### src/design/bavg_pkg.sv
// Shared types and constants for the block average downscaler.
// No dependencies.
`timescale 1ns / 1ps
`default_nettype none

package bavg_pkg;

  localparam int MAX_ICON_COLS_DEF = 64;
  localparam int MAX_BLOCK_DEF     = 64;
  localparam int MAX_WIDTH_DEF     = 4096;

  localparam int HEIGHT_LIMIT   = 4096;
  localparam int ICON_ROW_LIMIT = 64;
  localparam int ROWW           = 12;

  localparam logic [12:0] RST_IMAGE_WIDTH  = 13'd640;
  localparam logic [12:0] RST_IMAGE_HEIGHT = 13'd480;
  localparam logic [6:0]  RST_BLOCK_SIZE   = 7'd8;
  localparam logic [6:0]  RST_ICON_ROWS    = 7'd32;
  localparam logic [6:0]  RST_ICON_COLS    = 7'd32;

  // output queue
  localparam int QDEPTH = 8;
  localparam int QPW    = 3;
  localparam int QCW    = 4;

  typedef enum logic [2:0] {
    REG_IMAGE_WIDTH  = 3'd0,
    REG_IMAGE_HEIGHT = 3'd1,
    REG_BLOCK_SIZE   = 3'd2,
    REG_ICON_ROWS    = 3'd3,
    REG_ICON_COLS    = 3'd4
  } cfg_reg_t;

  typedef enum logic [2:0] {
    SEQ_COL,
    SEQ_COL_WAIT,
    SEQ_ROW,
    SEQ_ROW_WAIT,
    SEQ_RECIP,
    SEQ_RECIP_WAIT,
    SEQ_READY
  } seq_state_t;

  typedef struct packed {
    logic       hit;
    logic       first;
    logic       emit;
    logic       last_icon;
    logic [5:0] row;
    logic [5:0] col;
  } beat_ctrl_t;

  typedef struct packed {
    logic [7:0] pix;
    logic [5:0] row;
    logic [5:0] col;
    logic       last;
  } out_item_t;

endpackage

`default_nettype wire

### src/design/bavg_div.sv
// Shared serial restoring divider, one quotient bit per cycle.
// No dependencies.
`timescale 1ns / 1ps
`default_nettype none

module bavg_div #(
  parameter int NW = 33,
  parameter int DW = 14
) (
  input  wire logic          clk,
  input  wire logic          rst,
  input  wire logic          start,
  input  wire logic [NW-1:0] dividend,
  input  wire logic [DW-1:0] divisor,
  output logic               done,
  output logic [NW-1:0]      quotient,
  output logic [DW-1:0]      remainder
);

  localparam int CW = $clog2(NW + 1);

  logic [CW-1:0] cnt;
  logic [DW-1:0] dvs;
  logic [NW-1:0] quo;
  logic [DW-1:0] rem;
  logic [DW:0]   rem_sh;
  logic          ge;
  logic [NW-1:0] quo_next;
  logic [DW-1:0] rem_next;

  always_comb begin
    rem_sh   = {rem, quo[NW-1]};
    ge       = rem_sh >= {1'b0, dvs};
    rem_next = ge ? DW'(rem_sh - {1'b0, dvs}) : rem_sh[DW-1:0];
    quo_next = {quo[NW-2:0], ge};
  end

  always_ff @(posedge clk) begin
    if (rst) begin
      cnt  <= '0;
      done <= 1'b0;
    end else begin
      done <= 1'b0;
      if (start) begin
        cnt <= CW'(NW);
      end else if (cnt != '0) begin
        cnt  <= cnt - CW'(1);
        done <= (cnt == CW'(1));
      end
    end
  end

  always_ff @(posedge clk) begin
    if (start) begin
      quo <= dividend;
      rem <= '0;
      dvs <= divisor;
    end else if (cnt != '0) begin
      quo <= quo_next;
      rem <= rem_next;
    end
  end

  assign quotient  = quo;
  assign remainder = rem;

endmodule

`default_nettype wire

### src/design/bavg_pos.sv
// Config registers, raster position and block position counters, realign sequencer.
// Depends on bavg_pkg and bavg_div.
`timescale 1ns / 1ps
`default_nettype none

module bavg_pos #(
  parameter int MAX_ICON_COLS = bavg_pkg::MAX_ICON_COLS_DEF,
  parameter int MAX_BLOCK     = bavg_pkg::MAX_BLOCK_DEF,
  parameter int MAX_WIDTH     = bavg_pkg::MAX_WIDTH_DEF,
  parameter int COLW          = 12,
  parameter int BSW           = 7,
  parameter int IDXW          = 6,
  parameter int RECW          = 32,
  parameter int DVW           = 33,
  parameter int DIVW          = 14
) (
  input  wire logic                clk,
  input  wire logic                rst,
  input  wire logic                cfg_valid,
  output logic                     cfg_ready,
  input  wire logic [2:0]          cfg_index,
  input  wire logic [12:0]         cfg_data,
  input  wire logic                step,
  output logic                     aligned,
  output bavg_pkg::beat_ctrl_t     ctrl,
  output logic [IDXW-1:0]          idx,
  output logic [RECW-1:0]          recip,
  output logic                     bs_one
);

  localparam int ROWW = bavg_pkg::ROWW;

  logic [12:0] image_width;
  logic [12:0] image_height;
  logic [6:0]  block_size;
  logic [6:0]  icon_rows;
  logic [6:0]  icon_cols;

  logic [15:0]     w16;
  logic [COLW:0]   w;
  logic [12:0]     h;
  logic [8:0]      bs9;
  logic [BSW-1:0]  bs;
  logic [6:0]      nr;
  logic [8:0]      nc;
  logic [DIVW-1:0] dsq;

  logic [COLW-1:0] col;
  logic [COLW-1:0] bc;
  logic [BSW-1:0]  ic;
  logic [ROWW-1:0] row;
  logic [ROWW-1:0] br;
  logic [BSW-1:0]  ir;

  logic [COLW:0]   col_inc;
  logic [ROWW:0]   row_inc;
  logic [BSW:0]    ic_inc;
  logic [BSW:0]    ir_inc;

  bavg_pkg::seq_state_t state, state_next;

  logic            div_start;
  logic [DVW-1:0]  div_dividend;
  logic [DIVW-1:0] div_divisor;
  logic            div_done;
  logic [DVW-1:0]  div_quo;
  logic [DIVW-1:0] div_rem;
  logic [DVW-1:0]  recip_num;

  logic cfg_wr;

  assign cfg_ready = 1'b1;
  assign cfg_wr    = cfg_valid && cfg_ready;

  always_ff @(posedge clk) begin
    if (rst) begin
      image_width  <= bavg_pkg::RST_IMAGE_WIDTH;
      image_height <= bavg_pkg::RST_IMAGE_HEIGHT;
      block_size   <= bavg_pkg::RST_BLOCK_SIZE;
      icon_rows    <= bavg_pkg::RST_ICON_ROWS;
      icon_cols    <= bavg_pkg::RST_ICON_COLS;
    end else if (cfg_wr) begin
      unique case (bavg_pkg::cfg_reg_t'(cfg_index))
        bavg_pkg::REG_IMAGE_WIDTH:  image_width  <= cfg_data;
        bavg_pkg::REG_IMAGE_HEIGHT: image_height <= cfg_data;
        bavg_pkg::REG_BLOCK_SIZE:   block_size   <= cfg_data[6:0];
        bavg_pkg::REG_ICON_ROWS:    icon_rows    <= cfg_data[6:0];
        bavg_pkg::REG_ICON_COLS:    icon_cols    <= cfg_data[6:0];
        default: ;
      endcase
    end
  end

  // effective limits: zero reads as one for width, height and block size; oversize saturates
  always_comb begin
    if (image_width == '0) begin
      w16 = 16'd1;
    end else if ({3'b0, image_width} > 16'(MAX_WIDTH)) begin
      w16 = 16'(MAX_WIDTH);
    end else begin
      w16 = {3'b0, image_width};
    end
    w = w16[COLW:0];

    if (image_height == '0) begin
      h = 13'd1;
    end else if (image_height > 13'(bavg_pkg::HEIGHT_LIMIT)) begin
      h = 13'(bavg_pkg::HEIGHT_LIMIT);
    end else begin
      h = image_height;
    end

    if (block_size == '0) begin
      bs9 = 9'd1;
    end else if ({2'b0, block_size} > 9'(MAX_BLOCK)) begin
      bs9 = 9'(MAX_BLOCK);
    end else begin
      bs9 = {2'b0, block_size};
    end
    bs = bs9[BSW-1:0];

    nr = (icon_rows > 7'(bavg_pkg::ICON_ROW_LIMIT)) ? 7'(bavg_pkg::ICON_ROW_LIMIT)
                                                    : icon_rows;
    nc = ({2'b0, icon_cols} > 9'(MAX_ICON_COLS)) ? 9'(MAX_ICON_COLS) : {2'b0, icon_cols};
  end

  assign dsq       = DIVW'(bs) * DIVW'(bs);
  assign bs_one    = (bs == BSW'(1));
  assign recip_num = (DVW'(1) << RECW) + DVW'(dsq) - DVW'(1);

  // beat control for the pixel at the current position
  always_comb begin
    ctrl.hit       = (16'(bc) < 16'(nc)) && (16'(br) < 16'(nr));
    ctrl.first     = (ic == '0) && (ir == '0);
    ctrl.emit      = ctrl.hit && (ic == bs - BSW'(1)) && (ir == bs - BSW'(1));
    ctrl.last_icon = (16'(br) == 16'(nr) - 16'd1) && (16'(bc) == 16'(nc) - 16'd1);
    ctrl.row       = 6'(br);
    ctrl.col       = 6'(bc);
  end

  assign idx = IDXW'(bc);

  assign col_inc = {1'b0, col} + (COLW+1)'(1);
  assign row_inc = {1'b0, row} + (ROWW+1)'(1);
  assign ic_inc  = {1'b0, ic} + (BSW+1)'(1);
  assign ir_inc  = {1'b0, ir} + (BSW+1)'(1);

  // realign sequencer: block column/row and reciprocal rederived after reset and any config write
  always_ff @(posedge clk) begin
    if (rst) begin
      state <= bavg_pkg::SEQ_COL;
    end else begin
      state <= state_next;
    end
  end

  always_comb begin
    state_next = state;
    unique case (state)
      bavg_pkg::SEQ_COL:        state_next = bavg_pkg::SEQ_COL_WAIT;
      bavg_pkg::SEQ_COL_WAIT:   if (div_done) state_next = bavg_pkg::SEQ_ROW;
      bavg_pkg::SEQ_ROW:        state_next = bavg_pkg::SEQ_ROW_WAIT;
      bavg_pkg::SEQ_ROW_WAIT:   if (div_done) state_next = bavg_pkg::SEQ_RECIP;
      bavg_pkg::SEQ_RECIP:      state_next = bavg_pkg::SEQ_RECIP_WAIT;
      bavg_pkg::SEQ_RECIP_WAIT: if (div_done) state_next = bavg_pkg::SEQ_READY;
      bavg_pkg::SEQ_READY:      state_next = bavg_pkg::SEQ_READY;
      default:                  state_next = bavg_pkg::SEQ_COL;
    endcase
    if (cfg_wr) begin
      state_next = bavg_pkg::SEQ_COL;
    end
  end

  always_comb begin
    div_start    = 1'b0;
    div_dividend = DVW'(col);
    div_divisor  = DIVW'(bs);
    aligned      = 1'b0;
    unique case (state)
      bavg_pkg::SEQ_COL: begin
        div_start = 1'b1;
      end
      bavg_pkg::SEQ_ROW: begin
        div_start    = 1'b1;
        div_dividend = DVW'(row);
      end
      bavg_pkg::SEQ_RECIP: begin
        div_start    = 1'b1;
        div_dividend = recip_num;
        div_divisor  = dsq;
      end
      bavg_pkg::SEQ_READY: begin
        aligned = 1'b1;
      end
      default: ;
    endcase
  end

  bavg_div #(
    .NW (DVW),
    .DW (DIVW)
  ) u_div (
    .clk       (clk),
    .rst       (rst),
    .start     (div_start),
    .dividend  (div_dividend),
    .divisor   (div_divisor),
    .done      (div_done),
    .quotient  (div_quo),
    .remainder (div_rem)
  );

  always_ff @(posedge clk) begin
    if (rst) begin
      col <= '0;
      row <= '0;
      bc  <= '0;
      br  <= '0;
      ic  <= '0;
      ir  <= '0;
    end else if (step) begin
      if (col_inc >= w) begin
        col <= '0;
        bc  <= '0;
        ic  <= '0;
        if (row_inc >= {1'b0, h[ROWW:0]} || row_inc >= (ROWW+1)'(h)) begin
          row <= '0;
          br  <= '0;
          ir  <= '0;
        end else begin
          row <= row_inc[ROWW-1:0];
          if (ir_inc == {1'b0, bs}) begin
            ir <= '0;
            br <= br + ROWW'(1);
          end else begin
            ir <= ir_inc[BSW-1:0];
          end
        end
      end else begin
        col <= col_inc[COLW-1:0];
        if (ic_inc == {1'b0, bs}) begin
          ic <= '0;
          bc <= bc + COLW'(1);
        end else begin
          ic <= ic_inc[BSW-1:0];
        end
      end
    end else if (div_done) begin
      if (state == bavg_pkg::SEQ_COL_WAIT) begin
        bc <= div_quo[COLW-1:0];
        ic <= div_rem[BSW-1:0];
      end else if (state == bavg_pkg::SEQ_ROW_WAIT) begin
        br <= div_quo[ROWW-1:0];
        ir <= div_rem[BSW-1:0];
      end
    end
  end

  always_ff @(posedge clk) begin
    if (div_done && state == bavg_pkg::SEQ_RECIP_WAIT) begin
      recip <= div_quo[RECW-1:0];
    end
  end

endmodule

`default_nettype wire

### src/design/bavg_accum.sv
// Column sum store with read-modify-write pipeline and reciprocal mean stage.
// Depends on bavg_pkg.
`timescale 1ns / 1ps
`default_nettype none

module bavg_accum #(
  parameter int DEPTH = bavg_pkg::MAX_ICON_COLS_DEF,
  parameter int IDXW  = 6,
  parameter int SUMW  = 20,
  parameter int RECW  = 32
) (
  input  wire logic                 clk,
  input  wire logic                 rst,
  input  wire logic                 step,
  input  wire bavg_pkg::beat_ctrl_t ctrl,
  input  wire logic [IDXW-1:0]      idx,
  input  wire logic [7:0]           pixel,
  input  wire logic [RECW-1:0]      recip,
  input  wire logic                 bs_one,
  output logic                      res_valid,
  output bavg_pkg::out_item_t       res,
  output logic [1:0]                pend
);

  localparam int PW = SUMW + RECW;

  logic [SUMW-1:0] sums [DEPTH];

  logic                 s1_valid;
  bavg_pkg::beat_ctrl_t s1_ctrl;
  logic [IDXW-1:0]      s1_idx;
  logic [7:0]           s1_pix;
  logic [SUMW-1:0]      rd_data;
  logic                 fwd_hit;
  logic [SUMW-1:0]      fwd_data;

  logic [SUMW-1:0] base;
  logic [SUMW-1:0] wr_data;
  logic            wr_en;

  logic                 s2_valid;
  bavg_pkg::beat_ctrl_t s2_ctrl;
  logic [SUMW-1:0]      s2_sum;
  logic [PW-1:0]        product;

  logic                 s3_valid;
  bavg_pkg::beat_ctrl_t s3_ctrl;
  logic [PW-1:0]        s3_prod;
  logic [7:0]           s3_low;

  // a write in the read cycle to the same entry is not yet in the read data
  assign base    = fwd_hit ? fwd_data : rd_data;
  assign wr_en   = s1_valid;
  assign wr_data = s1_ctrl.first ? SUMW'(s1_pix) : base + SUMW'(s1_pix);

  always_ff @(posedge clk) begin
    if (wr_en) begin
      sums[s1_idx] <= wr_data;
    end
    if (step && ctrl.hit) begin
      rd_data <= sums[idx];
    end
  end

  always_ff @(posedge clk) begin
    fwd_hit  <= wr_en && (s1_idx == idx);
    fwd_data <= wr_data;
    s1_ctrl  <= ctrl;
    s1_idx   <= idx;
    s1_pix   <= pixel;
    s2_ctrl  <= s1_ctrl;
    s2_sum   <= wr_data;
    s3_ctrl  <= s2_ctrl;
    s3_prod  <= product;
    s3_low   <= s2_sum[7:0];
  end

  always_ff @(posedge clk) begin
    if (rst) begin
      s1_valid <= 1'b0;
      s2_valid <= 1'b0;
      s3_valid <= 1'b0;
    end else begin
      s1_valid <= step && ctrl.hit;
      s2_valid <= s1_valid && s1_ctrl.emit;
      s3_valid <= s2_valid;
    end
  end

  // sum times ceil(2^RECW / bs^2), exact for sums up to 255 * bs^2
  assign product = PW'(s2_sum) * PW'(recip);

  assign res_valid = s3_valid;
  assign res.pix   = bs_one ? s3_low : s3_prod[RECW+7:RECW];
  assign res.row   = s3_ctrl.row;
  assign res.col   = s3_ctrl.col;
  assign res.last  = s3_ctrl.last_icon;

  assign pend = 2'(s1_valid && s1_ctrl.emit) + 2'(s2_valid) + 2'(s3_valid);

endmodule

`default_nettype wire

### src/design/bavg_outq.sv
// Output queue between the mean pipeline and the result channel.
// Depends on bavg_pkg.
`timescale 1ns / 1ps
`default_nettype none

module bavg_outq (
  input  wire logic                clk,
  input  wire logic                rst,
  input  wire logic                push,
  input  wire bavg_pkg::out_item_t push_data,
  output logic                     valid,
  input  wire logic                ready,
  output bavg_pkg::out_item_t      data,
  output logic [bavg_pkg::QCW-1:0] count
);

  localparam int QPW = bavg_pkg::QPW;
  localparam int QCW = bavg_pkg::QCW;

  bavg_pkg::out_item_t q [bavg_pkg::QDEPTH];
  logic [QPW-1:0] wr_ptr;
  logic [QPW-1:0] rd_ptr;
  logic           pop;

  assign valid = (count != '0);
  assign pop   = valid && ready;
  assign data  = q[rd_ptr];

  always_ff @(posedge clk) begin
    if (push) begin
      q[wr_ptr] <= push_data;
    end
  end

  always_ff @(posedge clk) begin
    if (rst) begin
      wr_ptr <= '0;
      rd_ptr <= '0;
      count  <= '0;
    end else begin
      if (push) begin
        wr_ptr <= wr_ptr + QPW'(1);
      end
      if (pop) begin
        rd_ptr <= rd_ptr + QPW'(1);
      end
      count <= count + QCW'(push) - QCW'(pop);
    end
  end

endmodule

`default_nettype wire

### src/design/block_average_downscaler.sv
// Block average downscaler, top level.
// Throughput one pixel per cycle while in_ready is high, which it is not during realign
// nor when a beat completing a block finds no free queue slot. An icon pixel passes the
// sum store read, write-back, multiply and output queue on its way to out_valid. Reset and
// each config write start a realign pass on the serial divider; column sums are not cleared.
`timescale 1ns / 1ps
`default_nettype none

module block_average_downscaler #(
  parameter int MAX_ICON_COLS = bavg_pkg::MAX_ICON_COLS_DEF,
  parameter int MAX_BLOCK     = bavg_pkg::MAX_BLOCK_DEF,
  parameter int MAX_WIDTH     = bavg_pkg::MAX_WIDTH_DEF
) (
  input  wire logic        clk,
  input  wire logic        rst,
  input  wire logic        in_valid,
  output logic             in_ready,
  input  wire logic [7:0]  pixel,
  output logic             out_valid,
  input  wire logic        out_ready,
  output logic [7:0]       icon_pixel,
  output logic [5:0]       icon_row,
  output logic [5:0]       icon_col,
  output logic             last_of_icon,
  input  wire logic        cfg_valid,
  output logic             cfg_ready,
  input  wire logic [2:0]  cfg_index,
  input  wire logic [12:0] cfg_data
);

  localparam int COLW  = (MAX_WIDTH > 1) ? $clog2(MAX_WIDTH) : 1;
  localparam int BSW   = $clog2(MAX_BLOCK + 1);
  localparam int LB    = $clog2(MAX_BLOCK);
  localparam int SUMW  = 8 + 2 * LB;
  localparam int RECW  = 8 + 4 * LB;
  localparam int DIVW  = 2 * BSW;
  localparam int DVA   = (RECW + 1 > COLW) ? RECW + 1 : COLW;
  localparam int DVW   = (DVA > bavg_pkg::ROWW) ? DVA : bavg_pkg::ROWW;
  localparam int IDXW  = (MAX_ICON_COLS > 1) ? $clog2(MAX_ICON_COLS) : 1;
  localparam int QCW   = bavg_pkg::QCW;

  logic                 aligned;
  bavg_pkg::beat_ctrl_t ctrl;
  logic [IDXW-1:0]      idx;
  logic [RECW-1:0]      recip;
  logic                 bs_one;
  logic                 step;
  logic                 res_valid;
  bavg_pkg::out_item_t  res;
  logic [1:0]           pend;
  bavg_pkg::out_item_t  head;
  logic [QCW-1:0]       q_count;
  logic                 room;

  // a beat that completes a block needs a queue slot beyond those already claimed
  assign room     = ((QCW+1)'(q_count) + (QCW+1)'(pend)) < (QCW+1)'(bavg_pkg::QDEPTH);
  assign in_ready = aligned && (!ctrl.emit || room);
  assign step     = in_valid && in_ready;

  bavg_pos #(
    .MAX_ICON_COLS (MAX_ICON_COLS),
    .MAX_BLOCK     (MAX_BLOCK),
    .MAX_WIDTH     (MAX_WIDTH),
    .COLW          (COLW),
    .BSW           (BSW),
    .IDXW          (IDXW),
    .RECW          (RECW),
    .DVW           (DVW),
    .DIVW          (DIVW)
  ) u_pos (
    .clk       (clk),
    .rst       (rst),
    .cfg_valid (cfg_valid),
    .cfg_ready (cfg_ready),
    .cfg_index (cfg_index),
    .cfg_data  (cfg_data),
    .step      (step),
    .aligned   (aligned),
    .ctrl      (ctrl),
    .idx       (idx),
    .recip     (recip),
    .bs_one    (bs_one)
  );

  bavg_accum #(
    .DEPTH (MAX_ICON_COLS),
    .IDXW  (IDXW),
    .SUMW  (SUMW),
    .RECW  (RECW)
  ) u_accum (
    .clk       (clk),
    .rst       (rst),
    .step      (step),
    .ctrl      (ctrl),
    .idx       (idx),
    .pixel     (pixel),
    .recip     (recip),
    .bs_one    (bs_one),
    .res_valid (res_valid),
    .res       (res),
    .pend      (pend)
  );

  bavg_outq u_outq (
    .clk       (clk),
    .rst       (rst),
    .push      (res_valid),
    .push_data (res),
    .valid     (out_valid),
    .ready     (out_ready),
    .data      (head),
    .count     (q_count)
  );

  assign icon_pixel   = head.pix;
  assign icon_row     = head.row;
  assign icon_col     = head.col;
  assign last_of_icon = head.last;

endmodule

`default_nettype wire

### config.mk
export PLATFORM = sky130hd
export DESIGN_NAME = block_average_downscaler
export DESIGN_NICKNAME = d
export VERILOG_FILES = /design/src/design/bavg_pkg.sv /design/src/design/bavg_div.sv /design/src/design/bavg_pos.sv /design/src/design/bavg_accum.sv /design/src/design/bavg_outq.sv /design/src/design/block_average_downscaler.sv
export SDC_FILE = /design/constraint.sdc
export NUM_CORES = 2
export LEC_CHECK = 0
export BUFFER_PORTS_ARGS = -buffer_cell sky130_fd_sc_hd__buf_2
export CAP_MARGIN = 5
export CORE_ASPECT_RATIO = 1.5
export CORE_UTILIZATION = 30
export CTS_CLUSTER_SIZE = 10
export DETAILED_ROUTE_END_ITERATION = 12
export MAX_ROUTING_LAYER = met4
export SLEW_MARGIN = 20
export SYNTH_ARGS = -nofsm -noshare
export SYNTH_HDL_FRONTEND = slang
export SYNTH_SLANG_ARGS = --single-unit
### constraint.sdc
create_clock -name clk -period 7.7 [get_ports clk]
set_input_delay 1.155 -clock clk [delete_from_list [all_inputs] [get_ports clk]]
set_output_delay 1.155 -clock clk [all_outputs]
set_load 0.03 [all_outputs]
==> out/metrics.cfg <==
[sta]
unrepaired_setup_endpoints_after_global_routing=false
period_minus_slack_ps=7310
slew_viol_final=0
final_min_period_over_clock_period_pct=94.9
max_slew.worst_pin.slew_ps=1130
max_slew_margin_pct=23.7
timing.final.setup_violations=0
finalSetupTns_ps=0
clock_skew_ps=132
hold_violations=0
achievable-frequency_mhz=137

[worst_hold_path]
min_delay_endpoint=u_accum.s2_ctrl[6]$_DFF_P_
min-delay-start=u_accum.s1_ctrl[6]$_DFF_P_
worst_min_delay_path_category=flop to flop
min_delay_path_depth=0

[worst_setup_path]
reg2reg_depth=22
worst_ep_required_time_ps=8360
cp.arrival_ps=7970
worstSetupStartpointType=flop
critical_path.max_fanout=22
worst-r2r-setup-slack_ps=390
worstReg2RegEnd=u_accum.s3_prod[38]$_DFF_P_
timing.setup.critical_path_class=flop to flop
critical_path.endpoint_type=flop
r2r_start=u_accum.fwd_data[7]$_DFF_P_

[cts]
ctsHoldBuffers=0
cts_max_level=4
cts.reportedPaths.clkPinSlew_ps=60
cts_post_setup_buffers_inserted=0
worstSkewPairLatency_ps=890
numCtsBuffers=208
tritoncts=yes
cts_resized=0
clk_path_buf_depth=4
clk_sink_count=1782
cts-root-buf=sky130_fd_sc_hd__clkbuf_16

[cells_and_area]
fillCellCount=28500
layout.nets=6829
final_cell_mix=1547 x sky130_fd_sc_hd__edfxtp_1, 642 x sky130_fd_sc_hd__nand2_1, 623 x sky130_fd_sc_hd__inv_1
fraction_of_layout_cells_with_a_size_suffix_above_1_pct=17.4
syn2layout_area_growth_pct=12.8
layout_commonest_cell=sky130_fd_sc_hd__edfxtp_1
post-route-util_pct=34.0

[floorplanning]
die_h_um=671
standard_cell_core_area_mm2=0.297
initial_core_util_pct=30.2
ioPinCount=53
std_cell_rows=245
die-area_mm2=0.301
die_w_um=448

[placed_design]
hpwlAfterDp_um=157000
port-buffer-count=51
place_congestion=0.928

[power]
power.density_cell_area_mw_per_mm2=222
irDropWorstVdd_mv=0.183
static-leakage-power_nw=35.3

[grt]
global_routing_usage_summed_across_all_routing_layers_pct=16.3
grt_pass1_vias=54500
grt_first_pass_wirelength_um=354000
grt_antenna_before_repair=10
grt_max_degree=155
grt-ovfl-total=0

[synthesis]
post_synthesis_register_bit_count=1782
synth_area_mm2=0.0896
ys_seq_area_share_pct=57.1
synth-async-reset-ratio_pct=0
postSynthCellCount=5994
synth.avg_cell_area_um2=14.9
synth_enable_flop_cells=1547
netlist-cell-type-count=90
yosys_most_used_dff=sky130_fd_sc_hd__edfxtp_1
ys_warn_count=0

[route]
route.antenna.remaining_nets=0
detail_route.wirelength_um=237000
via_per_inst=4.97
dr.first_iter.drc_count=3960
dr.pass1.iters=5
vias=50500
post_drt_wl_per_cell_um=23.3
drc=0

[outcome]
status=complete, no violations

[run]
drv.max_cap_violation_count=0

worst max path at each step:
stage                           startpoint                             to  slack (ps)  cells after the start
2_1_floorplan      u_accum.fwd_hit$_DFF_P_  u_accum.sums[0][16]$_DFFE_PP_        1100                     15
3_3_place_gp   u_accum.fwd_data[7]$_DFF_P_    u_accum.s3_prod[38]$_DFF_P_         560                     22
3_5_place_dp   u_accum.fwd_data[7]$_DFF_P_    u_accum.s3_prod[38]$_DFF_P_         530                     22
4_1_cts        u_accum.fwd_data[7]$_DFF_P_    u_accum.s3_prod[38]$_DFF_P_         460                     22
5_1_grt        u_accum.fwd_data[7]$_DFF_P_    u_accum.s3_prod[38]$_DFF_P_         100                     22
6_report       u_accum.fwd_data[7]$_DFF_P_    u_accum.s3_prod[38]$_DFF_P_         390                     22
logic make-up (layout without fill, tap and decap cells):
kind of cell    count (synthesis)  after routing  synth area share [%]
mux                           546            546                  12.6
buf+inv                       956           1158                  4.08
flops                        1782           1782                  57.1
fa+ha+maj                     704            704                  13.9
compound gates                464            464                  3.54
simple gates                 1405           1405                  7.35
other cells                     2             13               0.00839
xor+xnor                      135            135                  1.34
state kept, by name, indices dropped and copies added, names as in the netlist, 14 cells and up, named ones only:
name,count
u_accum.rd_data,20
u_accum.sums,1280
u_pos.u_div.remainder,14
u_outq.q,168
u_accum.fwd_data,20
u_pos.u_div.quotient,33
u_pos.recip,32
u_accum.s1_ctrl,15
u_pos.u_div.dvs,14
area by class of cell:
| cell class | instances | area (µm²) | area share [%] |
|---|---|---|---|
| diodes | 6 | 15.0 | 0.0149 |
| well taps | 3952 | 4940 | 4.90 |
| clock buffers | 305 | 5630 | 5.58 |
| flip-flops and latches | 1782 | 51200 | 50.7 |
| inverters | 627 | 2360 | 2.34 |
| clock inverters | 10 | 78.8 | 0.0781 |
| multi-input cells | 3261 | 35200 | 34.9 |
| repair buffers | 216 | 1550 | 1.53 |
critical path, cell delays in order (launching register included):
cell,delay (ps)
sky130_fd_sc_hd__dfxtp_1,990
sky130_fd_sc_hd__nand2_1,180
sky130_fd_sc_hd__fa_1,540
sky130_fd_sc_hd__inv_1,60
sky130_fd_sc_hd__fa_1,540
sky130_fd_sc_hd__inv_1,60
sky130_fd_sc_hd__fa_1,490
sky130_fd_sc_hd__inv_1,50
sky130_fd_sc_hd__fa_1,570
sky130_fd_sc_hd__fa_1,430
sky130_fd_sc_hd__fa_1,580
sky130_fd_sc_hd__inv_1,70
sky130_fd_sc_hd__fa_1,490
sky130_fd_sc_hd__inv_1,40
sky130_fd_sc_hd__ha_1,310
sky130_fd_sc_hd__a211oi_1,360
sky130_fd_sc_hd__nand2b_1,90
sky130_fd_sc_hd__nor4_1,290
sky130_fd_sc_hd__nand3_1,180
sky130_fd_sc_hd__nand4_1,180
sky130_fd_sc_hd__a21oi_1,120
sky130_fd_sc_hd__or4_1,400
sky130_fd_sc_hd__o311ai_0,110
cell usage after synthesis (16+ instances only):
master,instances,share of area [%]
sky130_fd_sc_hd__a211oi_1,19,0.16
sky130_fd_sc_hd__a21o_1,28,0.23
sky130_fd_sc_hd__a21oi_1,124,0.69
sky130_fd_sc_hd__a22oi_1,17,0.14
sky130_fd_sc_hd__a32o_1,21,0.23
sky130_fd_sc_hd__a32oi_1,17,0.17
sky130_fd_sc_hd__and2_1,218,1.5
sky130_fd_sc_hd__and3_1,33,0.23
sky130_fd_sc_hd__buf_1,54,0.23
sky130_fd_sc_hd__clkbuf_1,253,1.1
sky130_fd_sc_hd__dfxtp_1,235,5.3
sky130_fd_sc_hd__edfxtp_1,1547,52
sky130_fd_sc_hd__fa_1,489,11
sky130_fd_sc_hd__ha_1,215,3.0
sky130_fd_sc_hd__inv_1,625,2.6
sky130_fd_sc_hd__mux2_2,42,0.53
sky130_fd_sc_hd__mux2i_1,42,0.47
sky130_fd_sc_hd__mux4_2,462,12
sky130_fd_sc_hd__nand2_1,642,2.7
sky130_fd_sc_hd__nand2b_1,26,0.18
sky130_fd_sc_hd__nand3_1,87,0.49
sky130_fd_sc_hd__nand4_1,19,0.13
sky130_fd_sc_hd__nor2_1,204,0.86
sky130_fd_sc_hd__nor2b_1,31,0.22
sky130_fd_sc_hd__nor3_1,57,0.32
sky130_fd_sc_hd__nor4_1,22,0.15
sky130_fd_sc_hd__o211ai_1,16,0.13
sky130_fd_sc_hd__o21ai_0,79,0.44
sky130_fd_sc_hd__or3_1,17,0.12
sky130_fd_sc_hd__xnor2_1,96,0.94
sky130_fd_sc_hd__xor2_1,38,0.37
report_power, final:
group / switching, mW / internal, mW / total, mW
sequential: 0.111 / 10.6 / 10.7
combinational: 1.81 / 1.30 / 3.11
clock: 3.69 / 4.98 / 8.66
total: 5.61 / 16.8 / 22.4
routing by layer:
| metal | up-vias | part of all wire [%] | GRT usage, % | wire length [µm] |
|---|---|---|---|---|
| met1 | 26600 | 36 | 17.8 | 86400 |
| met2 | 1551 | 54 | 29.2 | 127000 |
| met4 | 0 | 5.3 | 7.64 | 12500 |
| met3 | 517 | 4.6 | 1.96 | 10800 |
| met5 | - | 0 | - | 0 |
| li1 | 21800 | - | - | - |
through the flow:
stage          instance area, µm²  setup slack, ps  hold WS (ps)  total power [mW]  std cells
3_3_place_gp                95200              564           316              14.0       9838
4_1_cts                    101000              456           300              22.7      10200
2_1_floorplan               89600             1100           310              13.1       5999
5_1_grt                    101000              100           304              23.4      10200
3_5_place_dp                95200              531           315              14.0       9838
6_report                   101000              389           307              22.4      10200
Power figures use the tool's default switching activity.
